<file path="src/rtl/core/swpm_pkg.sv">
package swpm_pkg;

   localparam int INDEX_BITS = 6;
   localparam int VALUE_BITS = 16;
   localparam int LEN_BITS   = 5;
   localparam int ADDR_BITS  = 3;
   localparam int DATA_BITS  = 32;

   localparam logic OP_PUSH   = 1'b0;
   localparam logic OP_MEDIAN = 1'b1;

   // register index, taken from paddr[2]
   localparam logic REG_WINDOW_LEN = 1'b0;

   typedef struct packed {
      logic push;
      logic start;
      logic load;
      logic read;
      logic shift;
      logic emit;
   } dp_cmd_type;

   typedef struct packed {
      logic empty;
      logic reads_done;
      logic shifts_done;
      logic out_taken;
      logic out_last;
   } dp_status_type;

endpackage

</file>
<file path="src/rtl/core/swpm_ctrl.sv">
module swpm_ctrl (
   input  logic                   clock,
   input  logic                   reset,
   input  logic                   req_valid,
   input  logic                   req_op,
   output logic                   req_stall,
   input  swpm_pkg::dp_status_type st,
   output swpm_pkg::dp_cmd_type    cmd
);
   import swpm_pkg::*;

   typedef enum logic [5:0] {
      ST_IDLE  = 6'b000001,
      ST_LOAD  = 6'b000010,
      ST_READ  = 6'b000100,
      ST_SHIFT = 6'b001000,
      ST_EMIT  = 6'b010000,
      ST_WAIT  = 6'b100000
   } state_type;

   state_type state_ff, state_in;

   assign req_stall = (state_ff != ST_IDLE);

   always_comb begin
      state_in = state_ff;
      cmd      = '0;
      unique case (state_ff)
         ST_IDLE: begin
            if (req_valid) begin
               if (req_op == OP_PUSH) begin
                  cmd.push = 1'b1;
               end else begin
                  cmd.start = 1'b1;
                  state_in  = st.empty ? ST_EMIT : ST_LOAD;
               end
            end
         end
         ST_LOAD: begin
            cmd.load = 1'b1;
            state_in = ST_READ;
         end
         ST_READ: begin
            // the last read's data is sorted in while this state sees reads_done
            if (st.reads_done) state_in = ST_SHIFT;
            else cmd.read = 1'b1;
         end
         ST_SHIFT: begin
            if (st.shifts_done) state_in = ST_EMIT;
            else cmd.shift = 1'b1;
         end
         ST_EMIT: begin
            cmd.emit = 1'b1;
            state_in = ST_WAIT;
         end
         ST_WAIT: begin
            if (st.out_taken) begin
               if (st.out_last) state_in = ST_IDLE;
               else state_in = st.empty ? ST_EMIT : ST_LOAD;
            end
         end
         default: state_in = ST_IDLE;
      endcase
   end

   always_ff @(posedge clock) begin
      if (reset) state_ff <= ST_IDLE;
      else state_ff <= state_in;
   end

endmodule

</file>
<file path="config.mk">
export PLATFORM = sky130hd
export DESIGN_NAME = swpm_ctrl
export DESIGN_NICKNAME = d
export VERILOG_FILES = /design/src/rtl/core/swpm_pkg.sv /design/src/rtl/core/swpm_ctrl.sv
export SDC_FILE = /design/constraint.sdc
export NUM_CORES = 1
export LEC_CHECK = 0
export BUFFER_PORTS_ARGS = -buffer_cell sky130_fd_sc_hd__buf_4
export CORE_AREA = 2 2 39 41
export CTS_CLUSTER_DIAMETER = 50
export CTS_CLUSTER_SIZE = 30
export DETAILED_ROUTE_END_ITERATION = 6
export DIE_AREA = 0 0 41 43
export PLACE_DENSITY = 0.65
export RECOVER_POWER = 100
export SYNTH_ARGS = -nofsm -noshare
export SYNTH_HDL_FRONTEND = slang
export SYNTH_SLANG_ARGS = --single-unit
</file>
<file path="constraint.sdc">
create_clock -name clock -period 4.6 [get_ports clock]
set_clock_uncertainty 0.1 [all_clocks]
set_input_delay 0.23 -clock clock [delete_from_list [all_inputs] [get_ports clock]]
set_output_delay 0.23 -clock clock [all_outputs]
set_load 0.02 [all_outputs]
</file>
==> results.md <==
* Status: finished, final reports clean
* Antenna diode instance count at 0
* Core Util, Final at 36.4%
* Setup crit end kind: primary output
* Area growth from synthesis to layout at 29.2%
* Setup Viol. Count Final at 0
* Final Cycle Share at about 45%
* Post-CTS sizing at 0
* Main area contributors after synthesis: dfxtp_1 31%, nand3b_1 7.7%, a21oi_1 6.4%, inv_1 5.8%, nor2_1 4.8%
* CP required at 4.27 ns
* Pwr dens at 368 nW/um^2
* Max-Cap Viols at 0
* CTS Root Buffer Type: clkbuf_4
* # DRC at 0
* Fin crit period at approximately 2.1 ns
* Max-slew headroom at between 50% and 60%
* Post-Syn Nets at between 50 and 60
* Total iterations of the first detailed-routing run at 3
* Num CTS Buffers at 3
* Die extent in x at 41 um
* Worst min-delay path class: in2reg
* Netlist cell types at 22
* Most frequent cells in the layout: 8 x buf_4, 7 x clkbuf_1, 6 x inv_1, 6 x dfxtp_1
* Pre-CTS WS at 2.72 ns
* CP Launch Type: flip-flop
* Slew Viols, Final at 0
* # IOs at 16
* Global-route wire length before repair at around 1.4 mm
* Post-route ant nets at 0
* Synth warnings at 0
* Number of flip-flops under the largest register name at 6
* Layout cell share with drive strength beyond 1 at a little over a fifth
* CP top delay family: simple AND/OR/NAND/NOR gates
* Initial antenna violation count at 0
* Max stage delay on crit path at 0.58 ns
* Vias per cell at ~4.9
* Post-synth top area share at between 30% and 40%
* Crit-path max FO at 6
* Number of synthesized register bits at 6
* Post-synthesis sequential area ratio at 30.8%
* F_max at 0.480 GHz
* Top Registers: state_ff (6)
* Yosys top cell by area: dfxtp_1
* RSZ-0062 raised after global routing: false
* Pin count of the biggest net entering global routing at 8
* Die Area at 1760 um^2
* H-tree levels at 1
* Clock sink total at 6
* CTS tree: done
* Final hold violations at 0
* Final WS setup at 2.52 ns
* Port buffer count at 15
* WP depth at 4
* Static leakage at 0.231 nW
* Kind of critical path: reg2out
* Hold depth at 2
* Post-CTS Setup Inserts at 0
* Worst reg2reg path depth at 4
* Worst EP arrival at around 1.8 ns
* CP Cell Sequence: nor4_1 -> nand3b_1 -> inv_1 -> clkbuf_1
* WL/cell at 11.1 um
* Peak supply drop at roughly 0.14 mV
* Initial Util at 28.2%
* Routed vias at roughly 400
* Hold_buf cts at 0
* Starting DRC count in detailed routing at 2
* Crit-path slowest cell: nor4_1
* GP Congestion at roughly 0.85
* Detailed-route wire length at 907 um
* Largest register by flop count: state_ff
* Die Height at 43 um
* Mapped Cells at 48
* Most common cell after layout, fill and taps aside: buf_4
* Final Net Count at 77
* WP buf/inv at 2
* Cell row count at 14
* Worst-Skew Late Latency at 0.23 ns
* Worst-path clk slew at 0.04 ns
* Vias in the first global route at 340
* Clock Tree Buf Depth at 2
* Post-DP HPWL at between 700 and 800 um
* Core area at around 1400 um^2
* Mapped Area at a little under 400 um^2
* Syn Area/Cell at 8.13 um^2
* Total gr overflow at 0
* Worst slew pin tran at just over 0.6 ns
* Filler instances at 158
* Tot GR Track Use at 11.4%
* Total Neg Setup Slack at 0 ns
Yosys cell counts:
master,count
dfxtp_1,6
inv_1,6
a21oi_1,5
nor2_1,5
nand3b_1,4
a211oi_1,2
nand2_1,2
nand3_1,2
nor2b_1,2
nor4_1,2
a2111o_1,1
a31o_2,1
a32oi_1,1
a41oi_2,1
and2b_2,1
and3_1,1
nand2b_1,1
nor3b_1,1
nor4b_1,1
or3b_2,1
or4_4,1
or4b_4,1
worst paths after layout:
path | slack, ns | endpoint | from
worst min-delay path | 0.07 | state_ff[1] | st[4]
worst min register to register | 0.50 | state_ff[2] | state_ff[1]
worst max-delay path | 2.52 | cmd[2] | state_ff[3]
worst max register to register | 2.63 | state_ff[0] | state_ff[1]
where the power goes:
| group | total, W | switching, W | internal (W) |
|---|---|---|---|
| logic | 0.0000739 | 0.0000429 | 0.0000310 |
| clock network | 0.0000453 | 0.0000160 | 0.0000293 |
| registers | 0.0000664 | 0.00000821 | 0.0000581 |
through the flow:
step	power, W	hold WS (ns)	std cells	area [um^2]
5_1_grt	0.000200	0.0616	82	504
3_5_place_dp	0.000151	0.313	79	523
3_3_place_gp	0.000151	0.314	79	523
2_1_floorplan	0.000122	0.199	48	390
6_report	0.000186	0.0692	82	504
4_1_cts	0.000198	0.0639	82	546
layer usage:
layer	vias to the layer above	routed length (um)	GRT usage, %
li1	214	-	-
met1	177	407	13.3
met2	11	435	17.8
met3	0	64	4.71
met4	0	0	4.00
met5	-	0	0
layout make-up:
class / count / area (um^2) / area share, %
inverter: 6 / 22.5 / 4.47
timing repair buffer: 15 / 86.3 / 17.1
tap: 16 / 20.0 / 3.97
sequential: 6 / 120 / 23.8
multi-input combinational: 36 / 233 / 46.2
clock buffer: 3 / 22.5 / 4.47
cell families (layout without fill, tap and decap cells):
group / after synthesis / after routing / synth area share, %
flip-flops: 6 / 6 / 30.8
AO/OA/AOI/OAI: 11 / 11 / 21.8
AND/OR/NAND/NOR: 25 / 25 / 41.7
buffers and inverters: 6 / 24 / 5.77
Note: power is estimated with default switching activity, not from simulation.
